==> config.mk <==
export PLATFORM = sky130hd
export DESIGN_NAME = encoder_position_commutator_core
export DESIGN_NICKNAME = d
export VERILOG_FILES = /design/src/rtl/epc_pkg.sv /design/src/rtl/epc_cfg_regs.sv /design/src/rtl/epc_track.sv /design/src/rtl/encoder_position_commutator_core.sv
export SDC_FILE = /design/constraint.sdc
export NUM_CORES = 1
export LEC_CHECK = 0
export ABC_AREA = 1
export BUFFER_PORTS_ARGS = -buffer_cell sky130_fd_sc_hd__buf_2
export CAP_MARGIN = 20
export CORE_MARGIN = 2
export CORE_UTILIZATION = 60
export CTS_BUF_LIST = sky130_fd_sc_hd__clkbuf_4 sky130_fd_sc_hd__clkbuf_8 sky130_fd_sc_hd__clkbuf_16
export DETAILED_ROUTE_END_ITERATION = 6
export PLACE_DENSITY = 0.81
export SLEW_MARGIN = 25
export SYNTH_ARGS = -nofsm -noshare
export SYNTH_HDL_FRONTEND = slang
export SYNTH_HIERARCHICAL = 1
export SYNTH_SLANG_ARGS = --single-unit
==> constraint.sdc <==
create_clock -name clk -period 14 [get_ports clk]
set_input_delay 2.1 -clock clk [delete_from_list [all_inputs] [get_ports clk]]
set_output_delay 2.1 -clock clk [all_outputs]
set_load 0.05 [all_outputs]
==> src/rtl/epc_pkg.sv <==
// ----------------------------------------------------------------------------
// epc_pkg
// Shared types, register codes and the commutation table for the encoder
// position commutator.
// ----------------------------------------------------------------------------
package epc_pkg;

    localparam logic [5:0] BRIDGE_OFF   = 6'b111111;
    localparam logic [8:0] HALF_TURN    = 9'd128;
    localparam logic [7:0] OFFSET_RESET = 8'hE0;
    localparam logic [7:0] STEP_RESET   = 8'd1;

    localparam logic KIND_STEP  = 1'b0;
    localparam logic KIND_INDEX = 1'b1;

    localparam logic [1:0] REG_SENSOR_OFFSET    = 2'd0;
    localparam logic [1:0] REG_STEP_INCREMENT   = 2'd1;
    localparam logic [1:0] REG_SENSOR_DETECTING = 2'd2;

    localparam logic [2:0] SECTOR_COUNT = 3'd6;

    typedef struct packed {
        logic       kind;
        logic       pin_a;
        logic       pin_b;
        logic [7:0] drive_advance;
        logic       fault;
    } item_t;

    typedef struct packed {
        logic [5:0] phase_lines;
        logic [7:0] angle_fraction;
        logic [7:0] rotation_count;
    } result_t;

    typedef struct packed {
        logic [7:0] sensor_offset;
        logic [7:0] step_increment;
        logic       sensor_detecting;
    } cfg_t;

    function automatic logic [5:0] commutation_lines(input logic [2:0] sector);
        logic [5:0] lines;
        unique case (sector)
            3'd0:    lines = 6'b101110;
            3'd1:    lines = 6'b011110;
            3'd2:    lines = 6'b011101;
            3'd3:    lines = 6'b110101;
            3'd4:    lines = 6'b110011;
            3'd5:    lines = 6'b101011;
            default: lines = BRIDGE_OFF;
        endcase
        return lines;
    endfunction

endpackage

==> src/rtl/epc_cfg_regs.sv <==
// ----------------------------------------------------------------------------
// epc_cfg_regs
// Configuration register file written through a plain write port.
// ----------------------------------------------------------------------------
module epc_cfg_regs
    import epc_pkg::*;
(
    input  logic       clk,
    input  logic       rst_n,
    input  logic       cfg_write,
    input  logic [1:0] cfg_index,
    input  logic [7:0] cfg_data,
    output cfg_t       cfg
);

    cfg_t cfg_reg;
    cfg_t cfg_next;

    always_comb
    begin
        cfg_next = cfg_reg;
        if (cfg_write)
        begin
            unique case (cfg_index)
                REG_SENSOR_OFFSET:    cfg_next.sensor_offset    = cfg_data;
                REG_STEP_INCREMENT:   cfg_next.step_increment   = cfg_data;
                REG_SENSOR_DETECTING: cfg_next.sensor_detecting = cfg_data[0];
                default:              cfg_next = cfg_reg;
            endcase
        end
    end

    always_ff @(posedge clk or negedge rst_n)
    begin
        if (!rst_n)
        begin
            cfg_reg.sensor_offset    <= OFFSET_RESET;
            cfg_reg.step_increment   <= STEP_RESET;
            cfg_reg.sensor_detecting <= 1'b0;
        end
        else
        begin
            cfg_reg <= cfg_next;
        end
    end

    assign cfg = cfg_reg;

endmodule

==> src/rtl/epc_track.sv <==
// ----------------------------------------------------------------------------
// epc_track
// Angle and rotation tracking state with six-step commutation decode.
// ----------------------------------------------------------------------------
module epc_track
    import epc_pkg::*;
(
    input  logic    clk,
    input  logic    rst_n,
    input  cfg_t    cfg,
    input  logic    update,
    input  item_t   item,
    output result_t result
);

    logic [7:0]  angle_reg;
    logic [7:0]  angle_next;
    logic [7:0]  rotations_reg;
    logic [7:0]  rotations_next;
    logic [5:0]  bridge_reg;
    logic [5:0]  bridge_next;
    logic [7:0]  angle_plus;
    logic [7:0]  angle_minus;
    logic [7:0]  step_angle;
    logic [7:0]  position;
    logic [10:0] scaled;
    logic [2:0]  sector;
    logic        index_up;
    logic        index_down;

    assign angle_plus  = angle_reg + cfg.step_increment;
    assign angle_minus = angle_reg - cfg.step_increment;
    assign step_angle  = (item.pin_a != item.pin_b) ? angle_plus : angle_minus;
    assign position    = step_angle + item.drive_advance;
    assign scaled      = ({3'b000, position} << 2) + ({3'b000, position} << 1) + 11'd128;
    assign sector      = (scaled[10:8] == SECTOR_COUNT) ? 3'd0 : scaled[10:8];
    assign index_up    = {1'b0, angle_reg} > (HALF_TURN + {1'b0, cfg.sensor_offset});
    assign index_down  = ({1'b0, angle_reg} + HALF_TURN) < {1'b0, cfg.sensor_offset};

    always_comb
    begin
        angle_next     = angle_reg;
        rotations_next = rotations_reg;
        bridge_next    = bridge_reg;
        if (item.kind == KIND_STEP)
        begin
            if (item.pin_a != item.pin_b)
            begin
                angle_next = angle_plus;
                if (angle_plus == 8'd0)
                begin
                    rotations_next = rotations_reg + 8'd1;
                end
            end
            else
            begin
                angle_next = angle_minus;
                if (angle_reg == 8'd0)
                begin
                    rotations_next = rotations_reg - 8'd1;
                end
            end
            if (!cfg.sensor_detecting)
            begin
                if (item.fault || item.drive_advance == 8'd0)
                begin
                    bridge_next = BRIDGE_OFF;
                end
                else
                begin
                    bridge_next = commutation_lines(sector);
                end
            end
        end
        else
        begin
            if (index_up)
            begin
                rotations_next = rotations_reg + 8'd1;
            end
            else if (index_down)
            begin
                rotations_next = rotations_reg - 8'd1;
            end
            angle_next = cfg.sensor_offset;
        end
    end

    always_ff @(posedge clk or negedge rst_n)
    begin
        if (!rst_n)
        begin
            angle_reg     <= 8'd0;
            rotations_reg <= 8'd0;
            bridge_reg    <= BRIDGE_OFF;
        end
        else if (update)
        begin
            angle_reg     <= angle_next;
            rotations_reg <= rotations_next;
            bridge_reg    <= bridge_next;
        end
    end

    assign result.phase_lines    = bridge_next;
    assign result.angle_fraction = angle_next;
    assign result.rotation_count = rotations_next;

    // index event resyncs the angle and leaves the bridge alone
    assert property (@(posedge clk) disable iff (!rst_n)
        update && item.kind == KIND_INDEX |=>
            angle_reg == $past(cfg.sensor_offset) && bridge_reg == $past(bridge_reg))
        else $error("index event did not resync angle or changed bridge");

    assert property (@(posedge clk) disable iff (!rst_n)
        update && item.kind == KIND_STEP && !cfg.sensor_detecting &&
        (item.fault || item.drive_advance == 8'd0) |=> bridge_reg == BRIDGE_OFF)
        else $error("bridge not off after fault or zero drive");

    assert property (@(posedge clk) disable iff (!rst_n)
        update && item.kind == KIND_STEP && cfg.sensor_detecting |=> $stable(bridge_reg))
        else $error("bridge changed during sensor detection");

    assert property (@(posedge clk) disable iff (!rst_n)
        !update |=> $stable(angle_reg) && $stable(rotations_reg))
        else $error("tracking state moved without a transaction");

endmodule

==> src/rtl/encoder_position_commutator_core.sv <==
// ----------------------------------------------------------------------------
// encoder_position_commutator_core
// Quadrature encoder position tracker with six-step bridge commutation.
// ----------------------------------------------------------------------------
// an accepted transaction passes through the input register, then the result register
// throughput: one transaction per cycle while the result is not stalled, with the
//   state update between the input register and the result register
// reset: angle and rotation count zero, bridge lines all off, offset 0xE0,
//   step increment 1, sensor detection off
module encoder_position_commutator_core
    import epc_pkg::*;
(
    input  logic       clk,
    input  logic       rst_n,
    input  logic       cfg_write,
    input  logic [1:0] cfg_index,
    input  logic [7:0] cfg_data,
    input  logic       in_valid,
    output logic       in_stall,
    input  logic       kind,
    input  logic       pin_a,
    input  logic       pin_b,
    input  logic [7:0] drive_advance,
    input  logic       fault,
    output logic       out_valid,
    input  logic       out_stall,
    output logic [5:0] phase_lines,
    output logic [7:0] angle_fraction,
    output logic [7:0] rotation_count
);

    cfg_t    cfg;
    item_t   item_reg;
    logic    item_valid_reg;
    logic    item_valid_next;
    result_t track_result;
    result_t result_reg;
    logic    out_valid_reg;
    logic    out_valid_next;
    logic    out_free;
    logic    item_move;
    logic    in_take;

    epc_cfg_regs u_cfg
    (
        .clk       (clk),
        .rst_n     (rst_n),
        .cfg_write (cfg_write),
        .cfg_index (cfg_index),
        .cfg_data  (cfg_data),
        .cfg       (cfg)
    );

    epc_track u_track
    (
        .clk    (clk),
        .rst_n  (rst_n),
        .cfg    (cfg),
        .update (item_move),
        .item   (item_reg),
        .result (track_result)
    );

    assign out_free  = !out_valid_reg || !out_stall;
    assign item_move = item_valid_reg && out_free;
    assign in_stall  = item_valid_reg && !item_move;
    assign in_take   = in_valid && !in_stall;

    always_comb
    begin
        item_valid_next = in_take ? 1'b1 : (item_move ? 1'b0 : item_valid_reg);
        out_valid_next  = item_move ? 1'b1 : (out_free ? 1'b0 : out_valid_reg);
    end

    always_ff @(posedge clk or negedge rst_n)
    begin
        if (!rst_n)
        begin
            item_valid_reg <= 1'b0;
            out_valid_reg  <= 1'b0;
        end
        else
        begin
            item_valid_reg <= item_valid_next;
            out_valid_reg  <= out_valid_next;
        end
    end

    always_ff @(posedge clk)
    begin
        if (in_take)
        begin
            item_reg.kind          <= kind;
            item_reg.pin_a         <= pin_a;
            item_reg.pin_b         <= pin_b;
            item_reg.drive_advance <= drive_advance;
            item_reg.fault         <= fault;
        end
        if (item_move)
        begin
            result_reg <= track_result;
        end
    end

    assign out_valid      = out_valid_reg;
    assign phase_lines    = result_reg.phase_lines;
    assign angle_fraction = result_reg.angle_fraction;
    assign rotation_count = result_reg.rotation_count;

    // held input transaction always moves on once the result slot frees
    assert property (@(posedge clk) disable iff (!rst_n)
        item_valid_reg && out_free |=> out_valid_reg)
        else $error("held transaction did not reach the result register");

    assert property (@(posedge clk) disable iff (!rst_n)
        in_stall |-> item_valid_reg && out_valid_reg && out_stall)
        else $error("input stalled without a blocked result");

    assert property (@(posedge clk) disable iff (!rst_n)
        out_valid_reg && out_stall |=> out_valid_reg && $stable(result_reg))
        else $error("stalled result lost or changed");

endmodule

==> results of run 1 <==
==> logic make-up (layout without fill, tap and decap cells) <==
family	Yosys count	in the layout	share of synthesized area, %
flops	75	75	38.4
simple gates	347	347	29.4
fa+ha+maj	47	47	11.4
compound gates	86	86	9.25
xor+xnor	23	23	3.76
buf+inv	102	151	7.80
==> path summary, 6_finish.rpt <==
path	cells past startpoint	to	from
max reg2reg	22	phase_lines[3]	u_cfg/cfg[1]
min reg2reg	2	u_cfg/cfg[14]	u_cfg/cfg[14]
max in group asynchronous	1	u_cfg/cfg[1]	rst_n
min in group asynchronous	1	u_track/rotations_reg[3]	rst_n
min	2	u_cfg/cfg[14]	u_cfg/cfg[14]
max	22	phase_lines[3]	u_cfg/cfg[1]
==> synthesized netlist by cell type (8+ instances only) <==
master,count,area [um2]
nand2_1,208,781
inv_1,78,293
nand3_1,51,255
ha_1,44,551
edfxtp_1,34,1020
dfrtp_1,31,776
o21ai_0,29,145
nor2_1,27,101
nand4_1,25,156
a21oi_1,21,105
xor2_1,15,131
nand2_2,13,81.3
o21ai_1,13,65.1
dfstp_2,10,263
clkbuf_1,9,33.8
xnor2_1,8,70.1
==> stage by stage <==
stage	hold slack [ps]	utilization (%)	worst slack (ps)	std cells	cell area, um2
detailed placement	455	65.2	8870	821	5660
global placement	456	65.2	9170	821	5660
floorplan	442	-	9380	680	5360
global route	502	67.6	8260	837	5860
CTS	468	67.5	8840	837	5860
finish	467	67.6	8770	837	5860
==> layer usage <==
layer | wire, um | GRT usage (%) | vias to the layer above
met2 | 6260 | 47.5 | 152
met3 | 694 | 3.19 | 21
met5 | 0 | 0 | -
met1 | 5480 | 34.1 | 2221
li1 | - | - | 2326
met4 | 202 | 9.06 | 0
==> cell usage in the layout (no fill, tap or decap), types with 3 or more instances in the layout <==
cell type / instances
a21oi_1: 20
nand2_2: 13
and2_1: 4
a22oi_1: 6
nand3_4: 3
nand4_1: 25
xnor2_1: 8
a21boi_0: 3
fa_1: 3
dfrtp_1: 31
nand2_1: 208
nor2_1: 27
edfxtp_1: 34
dfstp_2: 10
xor2_1: 15
nand3_1: 51
o21bai_1: 3
ha_1: 44
o21ai_0: 29
or2_2: 4
inv_1: 78
o21ai_1: 13
inv_2: 6
clkbuf_8: 9
nor3_1: 4
buf_2: 49
==> worst max-delay path, cell delays in order, from the launching register on <==
cell	delay, ps
dfstp_2	560
ha_1	140
inv_1	60
fa_1	480
inv_1	30
o21ai_0	300
inv_1	110
fa_1	450
o21ai_0	340
a21oi_1	140
o21bai_1	170
xnor2_1	230
inv_1	80
ha_1	280
ha_1	350
nand2_1	80
o21ai_1	60
nor2_1	110
o21ai_2	100
a21oi_1	320
inv_1	150
o21ai_1	270
a21boi_0	140
==> final cells by class <==
type / instances / area (um2)
well taps: 108 / 135
clock buffers: 9 / 124
flip-flops and latches: 75 / 2060
fillers: 748 / 2820
repair buffers: 51 / 260
clock inverters: 7 / 76.3
multi-input cells: 503 / 2890
inverters: 84 / 315
==> flow_summary.yaml, run 1 <==
run_status:
  outcome: "complete, no violations"
timing:
  setup_viol: 0
  finalCriticalPeriod_ps: 5230
  fmax_mhz: 191
  min_period_over_period_pct: 37.4
  setup_tns_ps: 0
  rsz0062_at_grt: "false"
  hold_viol_final: 0
  relSlewSlack_pct: 35.5
  tightest_slew_ps: 960
  maxSlewViolCount: 0
  finClkSkew_ps: 17.3
synthesis:
  avgSynthCellArea_um2: 7.88
  netlist_area_um2: 5360
  synth-main-ff-cell: "edfxtp_1"
  ys.warnings.count: 6
  syn-num-nets: 754
  async_flop_share_pct: 54.7
  ys_seq_area_share_pct: 38.4
  yosys_register_bits: 75
  syn_inst: 680
  synthDistinctLibCells: 44
  synth_edf_count: 34
grt:
  grt_pass1_vias: 4639
  grt_start_max_net_pins: 52
  grt_usage_pct: 26.8
  grt_first_pass_wirelength_um: 21000
  antenna_found_initial: 0
  gr-total-overflow: 0
place:
  io_buffers: 50
  gp_congestion: 0.941
  dp_hpwl_um: 9460
floorplan:
  die-area_um2: 9700
  dieHeight_um: 98.5
  fp.coreArea_um2: 8680
  die_w_um: 98.5
  rows: 34
  initial_utilization_pct: 61.8
  ioPinCount: 51
cts:
  hold_buffers: 0
  cts_resized: 0
  root_buffer: "clkbuf_8"
  cts_buffers: 9
  clock_latency_ps: 360
  cts_tree: "done"
  htreeDepth: 3
  cts_buffer_depth: 2
  clock-sinks: 75
  clk_pin_slew_ps: 90
  postCtsSetupRepairBufs: 0
cells_and_area:
  largest_reg_flops: 17
  area_delta_synth_final_pct: 9.41
  antenna_cells: 0
  nets: 798
  drive_above_1_share_pct: 15.4
setup_path:
  r2r_setup_slack_ps: 8770
  crit_arrival_ps: 5310
  end_kind: "flip-flop"
  critical_path_required_ps: 14080
  cp-start-kind: "flip-flop"
  path_class: "reg2reg"
  worst-path-max-fanout: 5
route:
  via_count: 4720
  drtIter0Drc: 345
  route.detailed.drc: 0
  wirelength_um: 12600
  drt-vias-per-instance: 5.64
  dr.pass1.iters: 5
  postRouteAntennaNets: 0
  wl_per_cell_um: 15.1
worst_hold_path:
  hold_path_class: "reg2reg"
job:
  maxCapViolCount: 0
Power of run 1 is left out: the tool's default activity adds up to more than one toggle a clock period on the data nets, which glitch-free logic cannot reach.
==> run 2: changes to the inputs <==
clock period = 5.25 ns   (was 14 ns; I/O delays follow)
==> flow_summary.yaml, run 2 (synthesis gave the netlist of run 1 again) <==
cells_and_area:
  drive_above_1_share_pct: 17.1
  largest_reg_flops: 17
  seq_area_um2: 2060
  layout_common_cells: "nand2_1 (208), inv_1 (77), nand3_1 (51), buf_2 (49), ha_1 (43)"
  area_delta_synth_final_pct: 11.3
  nets: 800
  mostFrequentLayoutCell: "nand2_1"
  n_fill_cell: 720
  antenna_cells: 0
  final_cells: 839
  fin_util_pct: 68.7
  multi_input_comb_area_um2: 2950
route:
  wirelength_um: 12500
  dr.pass1.iters: 5
  drtIter0Drc: 349
  drt-vias-per-instance: 5.63
  wl_per_cell_um: 14.9
  via_count: 4720
  postRouteAntennaNets: 0
  route.detailed.drc: 0
grt:
  antenna_found_initial: 0
  grt_use_met3_pct: 3.69
  use_met2_pct: 45.4
  grt_first_pass_wirelength_um: 20800
  grt_usage_pct: 26.5
  grt_pass1_vias: 4534
  use_met1_pct: 34.7
  grt_start_max_net_pins: 52
  grt.busiest_layer: "met2"
  gr-total-overflow: 0
setup_path:
  worst-path-max-fanout: 5
  critPathMostFrequentCell: "nand2_1"
  cp_top_family: "compound AO/OA/AOI/OAI gates"
  r2r_cells: 23
  path_class: "reg2reg"
  critical-path-max-stage-delay_ps: 440
  cp-start-kind: "flip-flop"
  cp_cell_sequence: "ha_1 > inv_2 > a21oi_2 > nand2_1 > nand2_1 > nand2_2 > o22ai_1 > ha_1 > a21oi_1 > o21ai_0 > a21oi_1 > o21bai_1 > xnor2_1 > inv_1 > ha_1 > ha_4 > nand3_1 > o21ai_2 > xor2_2 > nand2_1 > nand2_1 > o21ai_2 > a21boi_0"
  critical_path_required_ps: 5420
  end_kind: "flip-flop"
  path_buf_inv: 2
  cp.depth: 23
  crit_arrival_ps: 5100
  slowest_stage: "dfrtp_1"
timing:
  fmax_mhz: 203
  min_period_over_period_pct: 93.9
  setup_viol: 0
  maxSlewViolCount: 0
  finClkSkew_ps: 13.1
  setup_tns_ps: 0
  finalCriticalPeriod_ps: 4930
  hold_viol_final: 0
  relSlewSlack_pct: 34.1
  tightest_slew_ps: 980
cts:
  clock_latency_ps: 350
  cts_buffers: 9
  clock-sinks: 75
  clk_pin_slew_ps: 80
  htreeDepth: 3
  cts_tree: "done"
  cts_buffer_depth: 2
  hold_buffers: 0
  root_buffer: "clkbuf_8"
floorplan:
  fp.coreArea_um2: 8680
  die_w_um: 98.5
  rows: 34
  die-area_um2: 9700
  dieHeight_um: 98.5
  ioPinCount: 51
  initial_utilization_pct: 61.8
run_status:
  outcome: "complete, no violations"
job:
  maxCapViolCount: 0
place:
  gp_congestion: 0.936
  io_buffers: 50
  place_inst: 823
  dp_hpwl_um: 9250
worst_hold_path:
  hold_path_class: "in2async"
run 2: final timing paths:
path                                      start                  endpoint  slack, ps
setup / recovery           u_track/angle_reg[2]            phase_lines[3]        320
hold / removal                            rst_n  u_track/rotations_reg[4]        410
setup reg to reg           u_track/angle_reg[2]            phase_lines[3]        320
hold reg to reg                   u_cfg/cfg[14]             u_cfg/cfg[14]        470
max in group asynchronous                 rst_n              u_cfg/cfg[1]       4450
min in group clk                  u_cfg/cfg[14]             u_cfg/cfg[14]        470
run 2: routing by layer:
metal,vias up,part of all wire (%)
met5,-,0
met4,0,1.8
met3,25,5.5
met2,179,50
met1,2180,43
li1,2336,-
run 2: cell type report:
class / count / share of cell area [%]
Tap cell: 108 / 2.27
Clock inverter: 6 / 1.47
Multi-Input combinational cell: 503 / 49.5
Clock buffer: 10 / 2.31
Sequential cell: 75 / 34.5
Timing Repair Buffer: 53 / 4.62
Inverter: 84 / 5.29
run 2: metrics by stage:
stage          worst slack [ps]  cell area [um2]  hold WS (ps)
3_3_place_gp                432             5680           455
4_1_cts                     196             5900           473
2_1_floorplan               648             5360           442
5_1_grt                   -25.4             5960           445
3_5_place_dp                199             5680           461
6_report                    319             5960           407
run 2: worst reg2reg max path, stage by stage (launching register included):
cell	delay, ps
dfrtp_1	440
ha_1	420
inv_2	100
a21oi_2	150
nand2_1	100
nand2_1	80
nand2_2	70
o22ai_1	280
ha_1	350
a21oi_1	150
o21ai_0	150
a21oi_1	190
o21bai_1	100
xnor2_1	330
inv_1	80
ha_1	320
ha_4	300
nand3_1	100
o21ai_2	290
xor2_2	270
nand2_1	120
nand2_1	90
o21ai_2	70
a21boi_0	210
run 2: timing repair:
action | 4_1_cts | 5_1_grt
gates resized for setup | 0 | 14
buffers inserted | 0 | 0
endpoints found under the setup margin | 0 | 12
Power of run 2 is left out for the same reason.
==> run 3: changes to the inputs <==
ABC_AREA = 0   (was 1)
==> flow_summary.yaml, run 3 <==
run_status:
  outcome: "complete, no violations"
cells_and_area:
  seq_area_um2: 2060
  n_fill_cell: 664
  multi_input_comb_area_um2: 3010
  final_cells: 691
  layout_common_cells: "buf_2 (49), ha_1 (43), nor2_1 (42), inv_1 (39), edfxtp_1 (34)"
  area_delta_synth_final_pct: 11.8
  largest_reg_flops: 17
  mostFrequentLayoutCell: "buf_2"
  drive_above_1_share_pct: 23.7
  antenna_cells: 0
  nets: 652
route:
  dr.pass1.iters: 6
  wl_per_cell_um: 17.4
  postRouteAntennaNets: 0
  route.detailed.drc: 0
  drt-vias-per-instance: 6.15
  wirelength_um: 12000
  drtIter0Drc: 255
  via_count: 4248
grt:
  gr-total-overflow: 0
  grt_first_pass_wirelength_um: 20100
  antenna_found_initial: 0
  grt_start_max_net_pins: 42
  grt_pass1_vias: 4256
  grt_usage_pct: 26.1
timing:
  maxSlewViolCount: 0
  min_period_over_period_pct: 94.8
  hold_viol_final: 0
  finClkSkew_ps: 10.2
  tightest_slew_ps: 837
  rsz0062_at_grt: "true"
  setup_viol: 0
  relSlewSlack_pct: 44.1
  fmax_mhz: 201
  finalCriticalPeriod_ps: 4980
floorplan:
  fp.coreArea_um2: 8590
  initial_utilization_pct: 61.1
  die_w_um: 97.5
  ioPinCount: 51
  rows: 34
  dieHeight_um: 97.5
  die-area_um2: 9510
synthesis:
  syn-num-nets: 604
  synth-main-ff-cell: "edfxtp_1"
  ys.warnings.count: 6
  syn_inst: 530
  synth_commonest_cells: "ha_1 (44), nor2_1 (44), inv_1 (39), edfxtp_1 (34)"
  ys_seq_area_share_pct: 39.2
  synthTopCellsByArea: "edfxtp_1 (19%), dfrtp_1 (15%), ha_1 (10%)"
  async_flop_share_pct: 54.7
  synth_edf_count: 34
  avgSynthCellArea_um2: 9.90
  yosysTopAreaCell: "edfxtp_1"
  synthDistinctLibCells: 73
  synth_top_area_share_pct: 19.5
  yosys_register_bits: 75
  netlist_area_um2: 5250
cts:
  htreeDepth: 3
  clock_latency_ps: 350
  cts_tree: "done"
  clock-sinks: 75
  clk_pin_slew_ps: 80
  hold_buffers: 0
  root_buffer: "clkbuf_8"
  cts_buffer_depth: 2
  cts_buffers: 9
setup_path:
  worst-path-max-fanout: 11
  path_class: "reg2reg"
  cp-start-kind: "flip-flop"
  critical_path_required_ps: 5350
  crit_arrival_ps: 5080
  end_kind: "flip-flop"
place:
  dp_hpwl_um: 8790
  gp_congestion: 0.907
  place_inst: 674
  io_buffers: 50
job:
  maxCapViolCount: 0
worst_hold_path:
  hold_path_class: "in2async"
==> run 3: metal layers <==
metal	vias to the layer above	GRT usage, %	wire length, um
li1	2030	-	-
met4	0	12.8	401
met5	-	0	0
met3	36	3.60	484
met2	157	43.6	5840
met1	2025	33.3	5300
==> run 3: layout make-up <==
| class | count | area share [%] |
|---|---|---|
| clock inverter | 4 | 0.853 |
| multi-input combinational | 395 | 51.2 |
| tap | 108 | 2.30 |
| sequential | 75 | 35.1 |
| inverter | 39 | 2.49 |
| clock buffer | 12 | 2.71 |
| timing repair buffer | 58 | 5.33 |
==> run 3: repair_timing <==
item                       in CTS  in global routing
buffers inserted                0                  1
setup endpoints to repair       0                 10
gates resized for setup         0                  8
==> run 3: critical path, stage by stage, from the launching register on <==
cell and delay [ps]:
dfstp_2 550, ha_1 180, inv_1 70, fa_1 390
a21o_1 170, a21oi_1 200, mux2i_1 120, xnor2_1 280
ha_1 300, a21oi_1 120, o21ai_0 140, a21o_1 220
a21oi_2 150, xnor2_1 150, xnor2_1 180, ha_1 300
ha_4 350, nor2_1 80, mux2_2 270, o211ai_1 230
a22oi_1 130, o22a_1 180
==> run 3: kinds of logic after synthesis <==
family / synth area share [%]
multiplexers: 5.91
AND/OR/NAND/NOR: 16.2
flip-flops: 39.2
buffers and inverters: 4.36
AO/OA/AOI/OAI: 17.3
XOR/XNOR: 5.34
adder cells (fa/ha/maj): 11.6
==> run 3: path summary, 6_finish.rpt <==
check                                         to  slack, ps  depth (start not counted)                   from
hold reg to reg            u_track/bridge_reg[5]        510                          2  u_track/bridge_reg[5]
setup reg to reg                  phase_lines[4]        270                         21           u_cfg/cfg[1]
max in group asynchronous          u_cfg/cfg[14]       4440                          1                  rst_n
min in group clk           u_track/bridge_reg[5]        510                          2  u_track/bridge_reg[5]
hold / removal                      u_cfg/cfg[0]        420                          1                  rst_n
setup / recovery                  phase_lines[4]        270                         21           u_cfg/cfg[1]
==> run 3: through the flow <==
stage | worst slack, ps | hold WS, ps | setup TNS [ps] | util, % | area [um2]
global placement | 265 | 485 | 0 | 65.3 | 5610
global route | -3.89 | 470 | -3.89 | 68.3 | 5870
detailed placement | 113 | 495 | 0 | 65.3 | 5610
CTS | 65.3 | 506 | 0 | 67.8 | 5820
finish | 271 | 415 | 0 | 68.3 | 5870
floorplan | 445 | 467 | 0 | - | 5250
Power of run 3 is left out for the same reason.
